## config.mk

```make
export PLATFORM = sky130hd
export DESIGN_NAME = sample_to_timestamp_event_stamper_unit
export DESIGN_NICKNAME = d
export VERILOG_FILES = /design/src/rtl/stes_pkg.sv /design/src/rtl/sample_to_timestamp_event_stamper_unit.sv
export SDC_FILE = /design/constraint.sdc
export NUM_CORES = 1
export LEC_CHECK = 0
export BUFFER_PORTS_ARGS = -buffer_cell sky130_fd_sc_hd__buf_2
export CAP_MARGIN = 20
export CORE_MARGIN = 5
export CORE_UTILIZATION = 54
export DETAILED_ROUTE_END_ITERATION = 10
export PLACE_DENSITY = 0.77
export SYNTH_ARGS = -nofsm -noshare
export SYNTH_HDL_FRONTEND = slang
export SYNTH_SLANG_ARGS = --single-unit
```

## constraint.sdc

```tcl
create_clock -name clk_i -period 5.35 [get_ports clk_i]
set_input_delay 1.07 -clock clk_i [delete_from_list [all_inputs] [get_ports clk_i]]
set_output_delay 1.07 -clock clk_i [all_outputs]
set_load 0.02 [all_outputs]
```

## src/rtl/stes_pkg.sv

```systemverilog
`default_nettype none
// ----------------------------------------------------------------------------
// stes_pkg
// Shared types and constants of the sample-to-timestamp event stamper.
// ----------------------------------------------------------------------------
package stes_pkg;

  // default width of the absolute stamp
  localparam int unsigned STAMP_BITS_DEF = 32;

  // register reset values
  localparam logic [15:0] SPU_RESET = 16'd5;
  localparam logic [15:0] KAL_RESET = 16'd60000;

  // field widths
  localparam int unsigned DIV_BITS  = 16;
  localparam int unsigned RES_BITS  = 32;
  localparam int unsigned OUT_BITS  = 32;
  localparam int unsigned CNT_BITS  = 5;

  // configuration register indexes
  localparam logic CFG_SPU = 1'b0;
  localparam logic CFG_KAL = 1'b1;

  // request kinds
  typedef enum logic [1:0] {
    REQ_TICK    = 2'd0,
    REQ_FIRST   = 2'd1,
    REQ_FURTHER = 2'd2,
    REQ_UNUSED  = 2'd3
  } req_e;

  // result kinds
  localparam logic KIND_ACTION    = 1'b0;
  localparam logic KIND_KEEPALIVE = 1'b1;

  // sequencer states
  typedef enum logic [1:0] {
    ST_IDLE,
    ST_DIV,
    ST_FIN,
    ST_EMIT
  } state_e;

endpackage
`default_nettype wire

```

## src/rtl/sample_to_timestamp_event_stamper_unit.sv

```systemverilog
`default_nettype none
// A first action or a keep-alive tick runs through the bit-serial restoring
// divider, a step that folds in the quotient and the load of the output
// register; a further action goes straight to the output register load.
// Requests are taken only while idle, so none before the last is loaded.
// Reset: asynchronous, clears stamp, residue and quiet count; the configuration
// registers return to 5 samples per unit and a keep-alive limit of 60000.
// ----------------------------------------------------------------------------
// sample_to_timestamp_event_stamper_unit
// Turns elapsed audio samples into timestamp units and stamps outgoing events.
// ----------------------------------------------------------------------------
module sample_to_timestamp_event_stamper_unit
  import stes_pkg::*;
#(
  parameter int unsigned StampBits = STAMP_BITS_DEF
) (
  input  wire logic         clk_i,
  input  wire logic         rst_ni,
  // configuration write port
  input  wire logic         cfg_we_i,
  input  wire logic         cfg_addr_i,
  input  wire logic [15:0]  cfg_data_i,
  // input stream
  input  wire logic         s_axis_tvalid,
  output logic              s_axis_tready,
  // elapsed samples, channel, action code, action value
  input  wire logic [55:0]  s_axis_tdata,
  // req_type
  input  wire logic [1:0]   s_axis_tuser,
  // output stream
  output logic              m_axis_tvalid,
  input  wire logic         m_axis_tready,
  // absolute_stamp, delta_stamp, out_channel, out_action, out_value
  output logic [103:0]      m_axis_tdata,
  // out_kind
  output logic              m_axis_tuser
);

  localparam int unsigned ExtBits   = (StampBits > OUT_BITS) ? StampBits : OUT_BITS;
  localparam int unsigned DeltaBits = (StampBits < OUT_BITS) ? StampBits : OUT_BITS;

  state_e                 state_q, state_d;
  logic [15:0]            spu_q, kal_q;
  logic [StampBits-1:0]   stamp_q, stamp_d;
  logic [RES_BITS-1:0]    residue_q, residue_d;
  logic [15:0]            quiet_q, quiet_d;
  logic                   ka_q, ka_d;
  logic [CNT_BITS-1:0]    cnt_q, cnt_d;
  logic [RES_BITS-1:0]    dvd_q, dvd_d;
  logic [DIV_BITS:0]      rem_q, rem_d;

  // staged result
  logic                   stg_kind_q, stg_kind_d;
  logic [OUT_BITS-1:0]    stg_abs_q, stg_abs_d;
  logic [OUT_BITS-1:0]    stg_delta_q, stg_delta_d;
  logic [15:0]            stg_ch_q, stg_ch_d;
  logic [7:0]             stg_act_q, stg_act_d;
  logic [15:0]            stg_val_q, stg_val_d;

  // output register
  logic                   out_valid_q, out_valid_d;
  logic [103:0]           out_data_q, out_data_d;
  logic                   out_kind_q, out_kind_d;

  logic [DIV_BITS-1:0]    div_w;
  logic [DIV_BITS:0]      trial;
  logic                   ge;
  logic [StampBits-1:0]   sum_stamp;
  logic [ExtBits-1:0]     stamp_ext;
  logic [ExtBits-1:0]     sum_ext;
  logic [15:0]            quiet_inc;
  logic                   in_xfer;
  logic                   out_free;
  req_e                   req;
  logic [15:0]            in_elapsed;

  assign req        = req_e'(s_axis_tuser);
  assign in_elapsed = s_axis_tdata[15:0];
  assign s_axis_tready = (state_q == ST_IDLE);
  assign in_xfer    = s_axis_tvalid && s_axis_tready;
  assign out_free   = !out_valid_q || m_axis_tready;

  // a zero divisor acts as one
  assign div_w = (spu_q == '0) ? DIV_BITS'(1) : spu_q;

  // one restoring division step
  assign trial = {rem_q[DIV_BITS-1:0], dvd_q[RES_BITS-1]};
  assign ge    = (trial >= {1'b0, div_w});

  // quotient folded into the stamp
  assign sum_stamp = stamp_q + StampBits'(dvd_q);
  assign stamp_ext = ExtBits'(stamp_q);
  assign sum_ext   = ExtBits'(sum_stamp);
  assign quiet_inc = quiet_q + 16'd1;

  // configuration registers
  always_ff @(posedge clk_i or negedge rst_ni) begin
    if (!rst_ni) begin
      spu_q <= SPU_RESET;
      kal_q <= KAL_RESET;
    end else if (cfg_we_i) begin
      case (cfg_addr_i)
        CFG_SPU: spu_q <= cfg_data_i;
        CFG_KAL: kal_q <= cfg_data_i;
        default: ;
      endcase
    end
  end

  // control and state registers
  always_ff @(posedge clk_i or negedge rst_ni) begin
    if (!rst_ni) begin
      state_q     <= ST_IDLE;
      stamp_q     <= '0;
      residue_q   <= '0;
      quiet_q     <= '0;
      ka_q        <= 1'b0;
      cnt_q       <= '0;
      out_valid_q <= 1'b0;
    end else begin
      state_q     <= state_d;
      stamp_q     <= stamp_d;
      residue_q   <= residue_d;
      quiet_q     <= quiet_d;
      ka_q        <= ka_d;
      cnt_q       <= cnt_d;
      out_valid_q <= out_valid_d;
    end
  end

  // payload registers
  always_ff @(posedge clk_i) begin
    dvd_q       <= dvd_d;
    rem_q       <= rem_d;
    stg_kind_q  <= stg_kind_d;
    stg_abs_q   <= stg_abs_d;
    stg_delta_q <= stg_delta_d;
    stg_ch_q    <= stg_ch_d;
    stg_act_q   <= stg_act_d;
    stg_val_q   <= stg_val_d;
    out_data_q  <= out_data_d;
    out_kind_q  <= out_kind_d;
  end

  // sequencer: next state and datapath
  always_comb begin
    state_d     = state_q;
    stamp_d     = stamp_q;
    residue_d   = residue_q;
    quiet_d     = quiet_q;
    ka_d        = ka_q;
    cnt_d       = cnt_q;
    dvd_d       = dvd_q;
    rem_d       = rem_q;
    stg_kind_d  = stg_kind_q;
    stg_abs_d   = stg_abs_q;
    stg_delta_d = stg_delta_q;
    stg_ch_d    = stg_ch_q;
    stg_act_d   = stg_act_q;
    stg_val_d   = stg_val_q;
    out_valid_d = out_valid_q && !m_axis_tready;
    out_data_d  = out_data_q;
    out_kind_d  = out_kind_q;

    case (state_q)
      ST_IDLE: begin
        if (in_xfer) begin
          stg_ch_d   = s_axis_tdata[31:16];
          stg_act_d  = s_axis_tdata[39:32];
          stg_val_d  = s_axis_tdata[55:40];
          stg_kind_d = KIND_ACTION;
          cnt_d      = '0;
          rem_d      = '0;
          dvd_d      = residue_q + RES_BITS'(in_elapsed);
          case (req)
            REQ_FIRST: begin
              residue_d = residue_q + RES_BITS'(in_elapsed);
              quiet_d   = '0;
              ka_d      = 1'b0;
              state_d   = ST_DIV;
            end
            REQ_FURTHER: begin
              quiet_d     = '0;
              stg_abs_d   = stamp_ext[OUT_BITS-1:0];
              stg_delta_d = '0;
              state_d     = ST_EMIT;
            end
            REQ_TICK: begin
              residue_d = residue_q + RES_BITS'(in_elapsed);
              if (quiet_inc == kal_q) begin
                quiet_d = '0;
                ka_d    = 1'b1;
                state_d = ST_DIV;
              end else begin
                quiet_d = quiet_inc;
              end
            end
            default: ;
          endcase
        end
      end
      ST_DIV: begin
        rem_d = ge ? (trial - {1'b0, div_w}) : trial;
        dvd_d = {dvd_q[RES_BITS-2:0], ge};
        cnt_d = cnt_q + CNT_BITS'(1);
        if (cnt_q == '1) begin
          state_d = ST_FIN;
        end
      end
      ST_FIN: begin
        stg_abs_d = sum_ext[OUT_BITS-1:0];
        if (ka_q) begin
          stg_kind_d  = KIND_KEEPALIVE;
          stg_delta_d = '0;
          stg_ch_d    = '0;
          stg_act_d   = '0;
          stg_val_d   = '0;
        end else begin
          stamp_d     = sum_stamp;
          residue_d   = RES_BITS'(rem_q[DIV_BITS-1:0]);
          stg_delta_d = OUT_BITS'(dvd_q[DeltaBits-1:0]);
        end
        state_d = ST_EMIT;
      end
      ST_EMIT: begin
        if (out_free) begin
          out_valid_d = 1'b1;
          out_kind_d  = stg_kind_q;
          out_data_d  = {stg_val_q, stg_act_q, stg_ch_q, stg_delta_q, stg_abs_q};
          state_d     = ST_IDLE;
        end
      end
      default: state_d = ST_IDLE;
    endcase
  end

  assign m_axis_tvalid = out_valid_q;
  assign m_axis_tdata  = out_data_q;
  assign m_axis_tuser  = out_kind_q;

  // partial remainder stays below the divisor during division
  a_rem_bound: assert property (@(posedge clk_i) disable iff (!rst_ni)
    state_q == ST_DIV |-> rem_q < {1'b0, div_w})
    else $error("partial remainder not below divisor");

  // division always starts from a cleared step counter
  a_div_start: assert property (@(posedge clk_i) disable iff (!rst_ni)
    state_q == ST_IDLE && state_d == ST_DIV |=> cnt_q == '0)
    else $error("division started with stale step counter");

  // a keep-alive leaves the residue untouched
  a_ka_residue: assert property (@(posedge clk_i) disable iff (!rst_ni)
    (state_q == ST_DIV || state_q == ST_FIN) && ka_q |=> $stable(residue_q))
    else $error("keep-alive changed the residue");

  // a staged result reaches the output register once it is free
  a_emit_load: assert property (@(posedge clk_i) disable iff (!rst_ni)
    state_q == ST_EMIT && out_free |=> m_axis_tvalid && state_q == ST_IDLE)
    else $error("staged result not loaded");

endmodule
`default_nettype wire

```

Word level (Yosys, flattened, before mapping)
Cells that the tools add are included.

Memories kept: 0. RAM bits: 0. Input port bits: 80. ROM bits: 0. Bits in registers: 379. Latch bits: 0. Word-level logic and storage cells: 111.

Shifts and indexed selects: 0. $add $sub $neg: 5. Mux-type cells: 42. Multipliers: 0. Reduce and logical (&&, ||, !) cells: 25. $lt $le $gt $ge: 1. Divide/modulo/power cells: 0. Equality and inequality tests: 17. Bitwise gates (word level): 2.

Operators with widths (count): two-way mux 32 bit (9); case mux 32 bit (2 select lines) (4); case mux 16 bit (2 select lines) (4); two-way mux 16 bit (7); adder 32 x 16 -> 32 bit (1); adder 32 bit (1); greater-or-equal comparator 17 x 16 -> 1 bit (1); adder 16 x 1 -> 16 bit (second input constant) (1); == test 16 bit (1); zero test 16 bit (1); two-way mux 8 bit (2); case mux 8 bit (2 select lines) (1); subtractor 16 bit (1); inequality test 2 bit (second input constant) (6); case mux 5 bit (2 select lines) (1); AND reduction 2 bit (5); AND reduction 3 bit (3); two-way mux 2 bit (4); case mux 2 bit (4 select lines) (1); AND reduction 4 bit (2); nonzero test 2 bit (4); == test 2 bit (second input constant) (3); case mux 2 bit (3 select lines) (1); adder 5 x 1 -> 5 bit (second input constant) (1); other kinds (15) (27).

Logic depth before layout (Yosys ltp)
Gate-level depths: netlist of run 1.

Depth after elaboration: 6. Mapped depth: 14.

Least setup slack after synthesis of run 1
Ideal clock, no wire load.

Kind: register -> register. Start point: register state_q[0]. End point: register cnt_q[2]. Arrival: 5.037 ns. Stages on the path, launching flop included: 8. Required time: 5.210 ns. Setup slack: 0.173 ns. Setup time: 0.140 ns. Period minus slack after synthesis: 5.177 ns. Buffers on the path: 1. Cell sequence: dfrtp_1 -> inv_1 -> ha_1 -> clkbuf_1 -> o21ai_0 -> nand2_1 -> mux2_2 -> o22ai_1.

Cells in the longest elaborated chain, start to end: 4. Elaborated cells between the ends (all ways): 7.

Ends and longest elaborated chain: start: declaration (RTL line sample_to_timestamp_event_stamper_unit.sv:42) `state_e state_q, state_d;`; start signal: assignment (RTL line sample_to_timestamp_event_stamper_unit.sv:121) `state_q <= state_d;`; zero test 2 bit (*) (RTL line sample_to_timestamp_event_stamper_unit.sv:79) `assign s_axis_tready = (state_q == ST_IDLE);`; net s_axis_tready (RTL line sample_to_timestamp_event_stamper_unit.sv:25) `output logic s_axis_tready,`; logical AND 1 bit (RTL line sample_to_timestamp_event_stamper_unit.sv:80) `assign in_xfer = s_axis_tvalid && s_axis_tready;`; inequality test 2 x 1 -> 1 bit (no line); AND reduction 2 bit (no line); end signal: assignment (RTL line sample_to_timestamp_event_stamper_unit.sv:126) `cnt_q <= cnt_d;`; end: declaration (RTL line sample_to_timestamp_event_stamper_unit.sv:48) `logic [CNT_BITS-1:0] cnt_q, cnt_d;`.

Mark *: on every way through the listed nets, which the timed path passes. The rest lies on a longest branch. A chain may end at the register's enable or synchronous reset.

Worst setup path after layout of run 1
Start point: input s_axis_tdata[0]. End point: register dvd_q[26], data pin.

Cells in the longest elaborated chain, start to end: 3.

Ends and longest elaborated chain: start: declaration (RTL line sample_to_timestamp_event_stamper_unit.sv:27) `input wire logic [55:0] s_axis_tdata,`; adder 32 x 16 -> 32 bit (RTL line sample_to_timestamp_event_stamper_unit.sv:174) `dvd_d = residue_q + RES_BITS'(in_elapsed);`; two-way mux 32 bit (RTL line sample_to_timestamp_event_stamper_unit.sv:167) `if (in_xfer) begin`; case mux 32 bit (2 select lines) (RTL line sample_to_timestamp_event_stamper_unit.sv:165) `case (state_q)`; net dvd_d[26] (RTL line sample_to_timestamp_event_stamper_unit.sv:49) `logic [RES_BITS-1:0] dvd_q, dvd_d;`; end signal: assignment (RTL line sample_to_timestamp_event_stamper_unit.sv:133) `dvd_q <= dvd_d;`; end: declaration (RTL line sample_to_timestamp_event_stamper_unit.sv:49).

The timed path passes the listed nets, and every way through them passes these cells. The select of a mux whose other input is x is not followed.

==> key figures, run 1 <==
Worst setup path
  – Worst Path Max Fanout: 8
  – Req. time, crit path: 5600 ps
  – Crit. End Element: flop
  – CP Data Arrival Time: 3820 ps
  – Crit path cell chain: buf_2 -> ha_1 -> inv_1 -> fa_1 -> nor2b_1 -> o21a_1 -> o21ai_0 -> a21oi_1 -> a21oi_1 -> a21oi_1 -> o2111ai_1 -> xnor2_1 -> o21ai_0
  – Reg-to-Reg Start: spu_q[1]
  – Worst R2R End: rem_q[3]
  – R2R setup slack: 1830 ps
  – Crit Path Category: input port to flop
  – Most used cell, CP: a21oi_1
  – CP delay by family, top: compound AO/OA/AOI/OAI gates
  – Worst path bufs/invs: 2
  – Crit start category: input port
  – R2R cell count: 12
  – Crit. Startpoint: s_axis_tdata[0]
  – Critical-path top delay cell: a21oi_1
  – CP peak stage delay: 610 ps

STA
  – Highest Clock Rate: 280 MHz
  – Crit path time final: 3570 ps
  – Fin crit share: 66.7%
  – Clk_skew: 21.1 ps
  – Slew @ Worst Pin: 988 ps
  – Setup Viol. Count Final: 0
  – RSZ-0062 raised after global routing: false
  – Final worst slack: 1780 ps
  – Final slew viol count: 0
  – Rel. slew slack: 33.9%
  – Final Hold Fails: 0
  – Setup TNS: 0 ps

Clock network
  – Root Driver: clkbuf_16
  – Post-CTS sizing: 0
  – Worst skew pair latency: 530 ps
  – CTS tree: done
  – Clock tree buffer depth: 3
  – Clk slew on worst S/H paths: 70 ps
  – Post-CTS setup buffer count: 0
  – Num CTS Buffers: 40
  – H-tree depth: 2
  – Hold buffers post-CTS: 0
  – CTS Sinks: 379

Synth
  – Top-count cell post-synth: edfxtp_1
  – Sequential share of the synthesized area: 58.9%
  – Number of synthesized register bits: 379
  – Async SR Flop Fraction: 31.9%
  – Top-area cell type share of the netlist area: 42.3%
  – Netlist cell types: 78
  – Synth area leaders: edfxtp_1 42%, dfrtp_1 15%, ha_1 4.8%
  – Synth warn: 0
  – Synth Flop Type: edfxtp_1
  – Cells after Synth: 1571
  – Post-synth top cells: 258 x edfxtp_1, 193 x nand2_1, 112 x dfrtp_1
  – Netlist Area Pre-Place: 18300 µm²
  – Post-Syn Area per Cell: 11.7 µm²
  – Post-synth top area cell: edfxtp_1
  – Nets in the synthesized netlist: 1724
  – EDFF count, synth: 258

Floorplan
  – DIE WIDTH: 194 µm
  – IO Count: 187
  – Area of the core: 33500 µm²
  – Die Y: 194 µm
  – Cell row count: 67
  – Initial core utilization: 54.7%
  – Die area: 37700 µm²

Finish
  – Antenna Cells: 0
  – Layout cells sized above 1: 19.8%
  – Final Util: 62.6%
  – Post-Layout Cell Count: 2220
  – Synth-to-layout area growth: 14.5%
  – Fin nets: 1893
  – Fill count: 2618

Routing
  – DR vias/cell: 5.66
  – Vias: 12600
  – WL per Instance: 17.9 µm
  – Router iterations before antenna repair: 5
  – 1st-iter DRT viols: 772
  – Residual DRC: 0
  – Final WL: 39800 µm
  – Post-DRT Antenna Nets: 0

Outcome
  – Outcome: complete, no violations

Place
  – Setup WS pre-CTS: 1340 ps
  – Post-Place Cells: 2145
  – # port buffers: 186
  – Placer Congestion: 0.926
  – Detailed Place HPWL: 28200 µm

Global route
  – Total GRT Usage: 20.8%
  – Largest net degree at the start of global routing: 75
  – First-pass GRT wire length: 65600 µm
  – Vias in the first global route: 12700
  – Initial antenna violation count: 0
  – Grt ovf: 0

Hold path
  – Tightest Hold Check Type: flop to flop
  – Hold path endpoint: m_axis_tuser
  – Worst Hold Depth: 0
  – HP Start: stg_kind_q

Pwr
  – Maximum VDD drop: 0.327 mV
  – Total Power: 14100 µW
  – Sw Pwr: 5430 µW
  – Leak pwr: 0.00854 µW
  – Sequential fraction of design power: 38.0%
  – Clk pwr share: 19.6%
  – Power share of the combinational group: 42.4%
  – Sw frac: 38.5%
  – P_int: 8650 µW
  – Power Dens Cells: 671 nW/µm²

Job
  – Max Cap Viol: 0
-- logic make-up (layout without fill, tap and decap cells) --
logic type,after synthesis,count (layout),share of synthesized area (%)
buffers and inverters,130,331,2.96
AOI/OAI and AO/OA,344,344,11.8
adders and majority gates,73,73,5.11
xor gates and xnor gates,91,91,4.35
DFF,379,379,58.9
muxes,58,58,3.52
and+or+nand+nor,496,496,13.4
-- placed cells by master (no fill, tap or decap), drive strengths merged, types with 24 or more instances in the layout --
cell type	netlist	routed
buf	14	200
nand2	193	193
dfrtp	112	112
and2	38	38
inv	56	58
nor2b	51	51
mux2	51	51
a21oi	83	83
a21o	37	37
nor3	24	24
o21ai	107	107
nor2	64	64
xnor2	63	63
clkbuf	59	55
ha	70	70
edfxtp	258	258
nand3	35	35
xor2	28	28
-- area by class of cell --
class	instances	area, µm²	share of cell area [%]
timing repair buffer	200	1050	5.01
inverter	57	214	1.02
sequential	379	10800	51.4
tap	448	561	2.67
clock buffer	55	1130	5.38
multi-input combinational	1062	7060	33.6
clock inverter	19	193	0.918
-- layer usage --
metal  vias to the layer above  track usage (%)  part of all wire (%)
met4                         0             4.64                   1.9
met5                         -                0                     0
met2                       399             35.1                    47
met1                      6050             28.6                    45
met3                        65             3.70                   5.9
li1                       6041                -                     -
-- sequential cells by signal (all words and copies together) (netlist names) --
name and count:
m_axis_tdata 104, rem_q 16, quiet_q 16, residue_q 32, cnt_q 5, spu_q 16, dvd_q 32, stg_ch_q 16
kal_q 16, stg_act_q 8, stg_kind_q 1, m_axis_tvalid 1, state_q 2, stamp_ext 32, stg_val_q 16, stg_abs_q 32
ka_q 1, m_axis_tuser 1, stg_delta_q 32
-- how the worst max path moves through the flow --
stage	cells after the start	slack, ps	endpoint
CTS	12	1830	rem_q[3]
floorplan	7	170	cnt_q[2]
global placement	13	1440	residue_q[26]
finish	13	1780	dvd_q[26]
global route	10	1370	quiet_q[11]
detailed placement	13	1340	residue_q[26]
-- power by group through the flow --
stage / Combinational, µW / Clock (µW) / Sequential, µW
global route: 6640 / 2950 / 5470
CTS: 5990 / 2820 / 5360
finish: 5970 / 2750 / 5360
detailed placement: 5930 / 0 / 5410
floorplan: 4260 / 0 / 5560
global placement: 5740 / 0 / 5360
-- metrics by stage --
stage	hold slack (ps)	area (µm²)
final	396	21000
after global placement	400	19700
after CTS	398	21000
after floorplan	400	18300
after global routing	418	21000
after detailed placement	405	19700
(Power assumes the default switching activity.)
==> inputs of run 2 (changes only) <==
Settings changed: ABC_AREA set to 1.
Clock period 5.35 ns to 3 ns, I/O delays scaled along.
==> run 2 against run 1 <==
Sequential share of layout area decreased by 1.6 points. Clock power is 75% higher. Largest power group unchanged. Combinational power rose by 73%. Critical endpoint is now stg_abs_q[30].
==> key figures, run 2 <==
Place
  – # port buffers: 186 (unchanged)
  – Setup WS pre-CTS: 57.2 ps (-1280 ps)
  – Detailed Place HPWL: 34000 µm (+21%)
  – Placer Congestion: 0.921 (-0.57%)

Finish
  – Most frequent cells in the layout: 425 x nand2_1, 258 x edfxtp_1, 239 x inv_1
  – Layout cells sized above 1: 14.8% (-5.0 points)
  – Fin nets: 2351 (+24%)
  – Leading cell type in the layout, fill and taps excluded: nand2_1
  – Synth-to-layout area growth: 16.0%
  – Fill count: 2869 (+9.6%)
  – Max reg flops: 104 (unchanged)

Floorplan
  – Die area: 38400 µm² (+1.9%)
  – DIE WIDTH: 196 µm (+0.93%)
  – Die Y: 196 µm (+0.93%)
  – Cell row count: 68 (+1.5%)
  – IO Count: 187 (unchanged)
  – Area of the core: 34400 µm² (+2.5%)
  – Initial core utilization: 54.4% (-0.28 points)

Clock network
  – Clock tree buffer depth: 3 (unchanged)
  – CTS Sinks: 379 (unchanged)
  – Clk slew on worst S/H paths: 60 ps (about the same)
  – Root Driver: clkbuf_16
  – Worst skew pair latency: 530 ps (about the same)
  – Num CTS Buffers: 39 (-2.5%)
  – Hold buffers post-CTS: 0 (unchanged)
  – H-tree depth: 2 (unchanged)
  – CTS tree: done

Routing
  – Post-DRT Antenna Nets: 0 (unchanged)
  – Vias: 14400 (+15%)
  – Router iterations before antenna repair: 5 (unchanged)
  – WL per Instance: 17.0 µm (-5.0%)
  – DR vias/cell: 5.36 (-5.3%)
  – Residual DRC: 0 (unchanged)
  – Final WL: 45700 µm (+15%)
  – 1st-iter DRT viols: 1097 (+42%)

Worst setup path
  – R2R cell count: 12 (unchanged)
  – Worst R2R End: stg_abs_q[30]
  – Crit. Startpoint: dvd_q[0]
  – Crit Path Category: flop to flop
  – Req. time, crit path: 3220 ps (-2380 ps)
  – Critical-path top delay cell: edfxtp_1
  – CP peak stage delay: 430 ps (-180 ps)
  – Reg-to-Reg Start: dvd_q[0]
  – Critical Path End: stg_abs_q[30]
  – Crit path cell chain: ha_1 -> inv_1 -> fa_1 -> o21ai_1 -> a21oi_1 -> o21ai_1 -> buf_4 -> nand3_1 -> nand2_1 -> nand2_1 -> nand3_1 -> o21ai_0
  – Crit. End Element: flop
  – Crit start category: flop
  – CP Data Arrival Time: 3000 ps (-820 ps)
  – R2R setup slack: 220 ps (-1610 ps)
  – Worst Path Max Fanout: 4 (-4)

STA
  – Rel. slew slack: 42.7% (+8.9 points)
  – Clk_skew: 21.6 ps (+0.503 ps)
  – Final worst slack: 222 ps (-1560 ps)
  – Highest Clock Rate: 360 MHz
  – Crit path time final: 2780 ps
  – Fin crit share: 92.6%
  – RSZ-0062 raised after global routing: false
  – Slew @ Worst Pin: 857 ps (-131 ps)
  – Setup TNS: 0 ps (unchanged)
  – Setup Viol. Count Final: 0 (unchanged)
  – Final slew viol count: 0 (unchanged)
  – Final Hold Fails: 0 (unchanged)

Pwr
  – Maximum VDD drop: 0.733 mV (+120%)
  – Power Dens Cells: 1130 nW/µm² (+68%)
  – Leak pwr: 0.00950 µW (+11%)

Synth
  – Top-area cell type share of the netlist area: 41.4% (-0.82 points)
  – Netlist cell types: 45 (-42%)
  – EDFF count, synth: 258 (unchanged)
  – Nets in the synthesized netlist: 2137 (+24%)
  – Synth warn: 0 (unchanged)
  – Sequential share of the synthesized area: 57.7% (-1.1 points)
  – Post-Syn Area per Cell: 9.42 µm² (-19%)
  – Netlist Area Pre-Place: 18700 µm² (+2.0%)
  – Synth Flop Type: edfxtp_1
  – Post-synth top cells: 425 x nand2_1, 258 x edfxtp_1, 240 x inv_1
  – Number of synthesized register bits: 379 (unchanged)
  – Async SR Flop Fraction: 31.9% (unchanged)
  – Post-synth top area cell: edfxtp_1
  – Cells after Synth: 1984 (+26%)
  – Synth area leaders: edfxtp_1 41%, dfrtp_1 15%, nand2_1 8.5%
  – Top-count cell post-synth: nand2_1

Global route
  – Initial antenna violation count: 3 (+3)
  – First-pass GRT wire length: 73700 µm (+12%)
  – Grt ovf: 0 (unchanged)
  – Largest net degree at the start of global routing: 76 (+1.3%)
  – Vias in the first global route: 14400 (+14%)
  – Total GRT Usage: 23.6% (+2.8 points)

Hold path
  – Tightest Hold Check Type: input port to asynchronous set/reset pin

Job
  – Max Cap Viol: 0 (unchanged)

Outcome
  – Outcome: complete, no violations
==> run 2: worst min path at each step <==
stage	endpoint	slack (ps)	cells past startpoint
floorplan	cnt_q[0]	300	0
global placement	m_axis_tdata[65]	400	0
detailed placement	m_axis_tdata[11]	400	0
CTS	quiet_q[3]	130	1
global route	quiet_q[3]	160	1
finish	quiet_q[5]	110	1
==> run 2: per-layer routing <==
metal	track usage (%)	vias up	part of all wire, %
met3	3.78	76	6.3
met2	41.4	432	50
met1	30.8	6722	41
met4	5.77	2	2.5
li1	-	7156	-
met5	0	-	0.015
==> run 2: what timing repair did <==
item	4_1_cts	5_1_grt
setup buffers	0	0
endpoints found under the hold margin	0	0
gates resized for setup	0	5
setup endpoints to repair	0	10
==> run 2: critical path: cells and delay by family, from the launching register on <==
| kind | cells | cell delay, ps |
|---|---|---|
| buf+inv | 2 | 230 |
| simple gates | 4 | 370 |
| fa+ha+maj | 2 | 630 |
| flops | 1 | 430 |
| compound gates | 4 | 810 |
==> run 2: cell families after synthesis <==
| group | share of synthesized area, % |
|---|---|
| buffers and inverters | 6.06 |
| flip-flops | 57.7 |
| AO/OA/AOI/OAI | 10.3 |
| XOR/XNOR | 1.78 |
| adder cells (fa/ha/maj) | 5.01 |
| AND/OR/NAND/NOR | 19.2 |
==> run 2: metrics by stage <==
stage	hold slack (ps)	cell area, µm²	std cells	util [%]	power [µW]
2_1_floorplan	304	18700	1984	-	16300
3_3_place_gp	400	20400	2611	59.3	19300
3_5_place_dp	405	20400	2611	59.3	19700
4_1_cts	131	21600	2683	62.9	24500
5_1_grt	161	21700	2684	63.1	26300
6_report	107	21700	2686	63.1	24500
==> run 2: final cells by class <==
class | instances | area [µm²] | share of cell area (%)
Timing Repair Buffer | 226 | 1300 | 6.00
Multi-Input combinational cell | 1309 | 6840 | 31.6
Clock buffer | 60 | 1120 | 5.15
Clock inverter | 12 | 151 | 0.698
Antenna cell | 2 | 5.00 | 0.0231
Sequential cell | 379 | 10800 | 49.7
Inverter | 243 | 912 | 4.21
Tap cell | 455 | 569 | 2.63
==> run 2: power by group <==
part | total (µW) | internal [µW] | switching [µW]
Sequential | 9310 | 8270 | 1040
Clock | 4810 | 2840 | 1970
Combinational | 10300 | 3460 | 6880
Total | 24500 | 14600 | 9890
==> inputs of run 3 (changes only) <==
Settings changed: ABC_AREA 1 to not set, CTS_CLUSTER_SIZE set to 24.
==> run 3 against run 2 <==
The run now ends with setup timing left. Sequential share of layout area shrank 2.3 points. Die area shrank 1.8%. Combinational power grew 30%. Sequential power grew 2%.
==> key figures, run 3 (synthesis gave the netlist of run 1 again) <==
Finish
  – Most frequent cells in the layout: 258 x edfxtp_1, 193 x nand2_1, 185 x buf_2
  – Max reg flops: 104 (unchanged)
  – Fin nets: 2045 (-13%)
  – Layout cells sized above 1: 30.1% (+15 points)
  – Leading cell type in the layout, fill and taps excluded: edfxtp_1
  – Post-Layout Cell Count: 2370 (-12%)
  – Fill count: 2407 (-16%)
  – Synth-to-layout area growth: 24.1%

Routing
  – Vias: 13300 (-7.3%)
  – Post-DRT Antenna Nets: 0 (unchanged)
  – DR vias/cell: 5.63 (+5.1%)
  – Router iterations before antenna repair: 5 (unchanged)
  – Final WL: 43600 µm (-4.5%)
  – Residual DRC: 0 (unchanged)
  – 1st-iter DRT viols: 941 (-14%)
  – WL per Instance: 18.4 µm (+8.2%)

Worst setup path
  – Req. time, crit path: 3320 ps (+100 ps)
  – Worst R2R End: stg_abs_q[30]
  – Worst Path Max Fanout: 4 (unchanged)
  – CP peak stage delay: 440 ps (about the same)
  – Crit path cell chain: ha_4 -> a21oi_4 -> o21ai_2 -> a221o_1 -> a211o_1 -> o21a_1 -> a221o_2 -> o311a_4 -> or3_4 -> o311ai_2
  – Reg-to-Reg Start: dvd_q[15]
  – Crit Path Category: flop to flop
  – Critical-path top delay cell: a221o_2
  – R2R setup slack: -200 ps (-420 ps)
  – Crit start category: flop
  – R2R cell count: 10 (-2)
  – CP Data Arrival Time: 3530 ps (+530 ps)
  – Crit. End Element: flop

Global route
  – Grt ovf: 0 (unchanged)
  – First-pass GRT wire length: 69500 µm (-5.7%)
  – Largest net degree at the start of global routing: 99 (+30%)
  – Total GRT Usage: 22.1% (-1.5 points)
  – Initial antenna violation count: 1 (-2)
  – Vias in the first global route: 13400 (-7.1%)

Clock network
  – H-tree depth: 2 (unchanged)
  – Clock tree buffer depth: 3 (unchanged)
  – Root Driver: clkbuf_16
  – CTS tree: done
  – Worst skew pair latency: 530 ps (about the same)
  – CTS Sinks: 379 (unchanged)
  – Clk slew on worst S/H paths: 60 ps (about the same)
  – Num CTS Buffers: 40 (+2.6%)

STA
  – Min Hold Slack: 34.5 ps (-72.4 ps)
  – Final slew viol count: 0 (unchanged)
  – Highest Clock Rate: 312 MHz (-13%)
  – RSZ-0062 raised after global routing: true
  – Final worst slack: -200 ps (-423 ps)
  – Setup Viol. Count Final: 6 (+6)
  – Final Hold Fails: 0 (unchanged)
  – Crit path time final: 3200 ps (+423 ps)
  – Fin crit share: 107% (+14 points)
  – Clk_skew: 15.1 ps (-6.49 ps)
  – Rel. slew slack: 35.2% (-7.5 points)
  – Setup TNS: -487 ps (-487 ps)
  – Slew @ Worst Pin: 968 ps (+111 ps)

Floorplan
  – Cell row count: 67 (-1.5%)
  – Die area: 37700 µm² (-1.8%)
  – Die Y: 194 µm (-0.93%)
  – IO Count: 187 (unchanged)
  – DIE WIDTH: 194 µm (-0.93%)
  – Initial core utilization: 54.7% (+0.28 points)
  – Area of the core: 33500 µm² (-2.4%)

Place
  – # port buffers: 186 (unchanged)
  – Placer Congestion: 0.952 (+3.4%)
  – Post-Place Cells: 2277 (-13%)
  – Detailed Place HPWL: 29900 µm (-12%)
  – Setup WS pre-CTS: -303 ps (-361 ps)

Hold path
  – Tightest Hold Check Type: input port to asynchronous set/reset pin

Outcome
  – Outcome: finished with violations
  – Failing checks: setup timing

Pwr
  – Leak pwr: 0.00941 µW (-1.0%)
  – Power Dens Cells: 1220 nW/µm² (+8.1%)
  – Maximum VDD drop: 0.557 mV (-24%)

Job
  – Max Cap Viol: 0 (unchanged)
-- run 3: cell count changes in the layout (fill, tap and decap cells not counted), sizes merged, moves of 19 or more --
cell | previous run | this run
and2 | 2 | 38
a21o | 9 | 37
and3 | 0 | 19
xnor2 | 19 | 63
nand3 | 142 | 35
nor2 | 184 | 64
nor2b | 0 | 51
mux2 | 0 | 51
o21ai | 220 | 107
nand2 | 431 | 193
inv | 242 | 58
buf | 226 | 350
-- run 3: how the worst max path moves through the flow --
stage / from / to / slack (ps) / cells past startpoint
finish: dvd_q[15] / stg_abs_q[30] / -200 / 10
global route: dvd_q[18] / stg_abs_q[30] / -230 / 9
CTS: dvd_q[17] / stg_abs_q[30] / -110 / 10
detailed placement: dvd_q[8] / stg_abs_q[30] / -300 / 10
global placement: dvd_q[8] / stg_abs_q[28] / -280 / 10
floorplan: dvd_q[19] / stg_abs_q[28] / -70 / 10
-- run 3: final cells by class --
class / instances / area [µm²] / share of cell area, %
diodes: 1 / 2.50 / 0.0110
flip-flops and latches: 379 / 10800 / 47.4
clock buffers: 48 / 1050 / 4.62
inverters: 57 / 214 / 0.940
well taps: 448 / 561 / 2.46
clock inverters: 23 / 245 / 1.08
multi-input cells: 1062 / 7590 / 33.3
repair buffers: 352 / 2300 / 10.1
-- run 3: report_power, final --
group,total (µW),switching (µW),internal (µW)
Clock,4880,2010,2860
Sequential,9500,1040,8460
Combinational,13400,7640,5740
-- run 3: metal layers --
metal	wire (µm)	global-route usage, %	up-vias
met5	0	0	-
met4	1260	6.33	0
met3	2520	3.25	101
met2	21200	37.2	469
met1	18700	30.2	6434
li1	-	-	6340
-- run 3: through the flow --
step	utilization, %	area (µm²)	power (µW)
after floorplan	-	18400	17500
after global placement	61.9	20800	21400
after detailed placement	61.9	20800	21900
after CTS	66.2	22200	27300
after global routing	67.9	22800	29500
final	67.9	22800	27800
-- run 3: worst max-delay path: cells and delay by family, from the launching register on --
family / cells / cell delay (ps)
fa+ha+maj: 1 / 260
flops: 1 / 430
compound gates: 8 / 1950
simple gates: 1 / 350
-- run 3: what timing repair did --
| item | 4_1_cts | 5_1_grt |
|---|---|---|
| cloned | 0 | 3 |
| resized for setup | 23 | 92 |
| setup endpoints to repair | 20 | 68 |
| pin swaps | 17 | 43 |
| setup buffers | 3 | 15 |
| hold buffers | 0 | 0 |
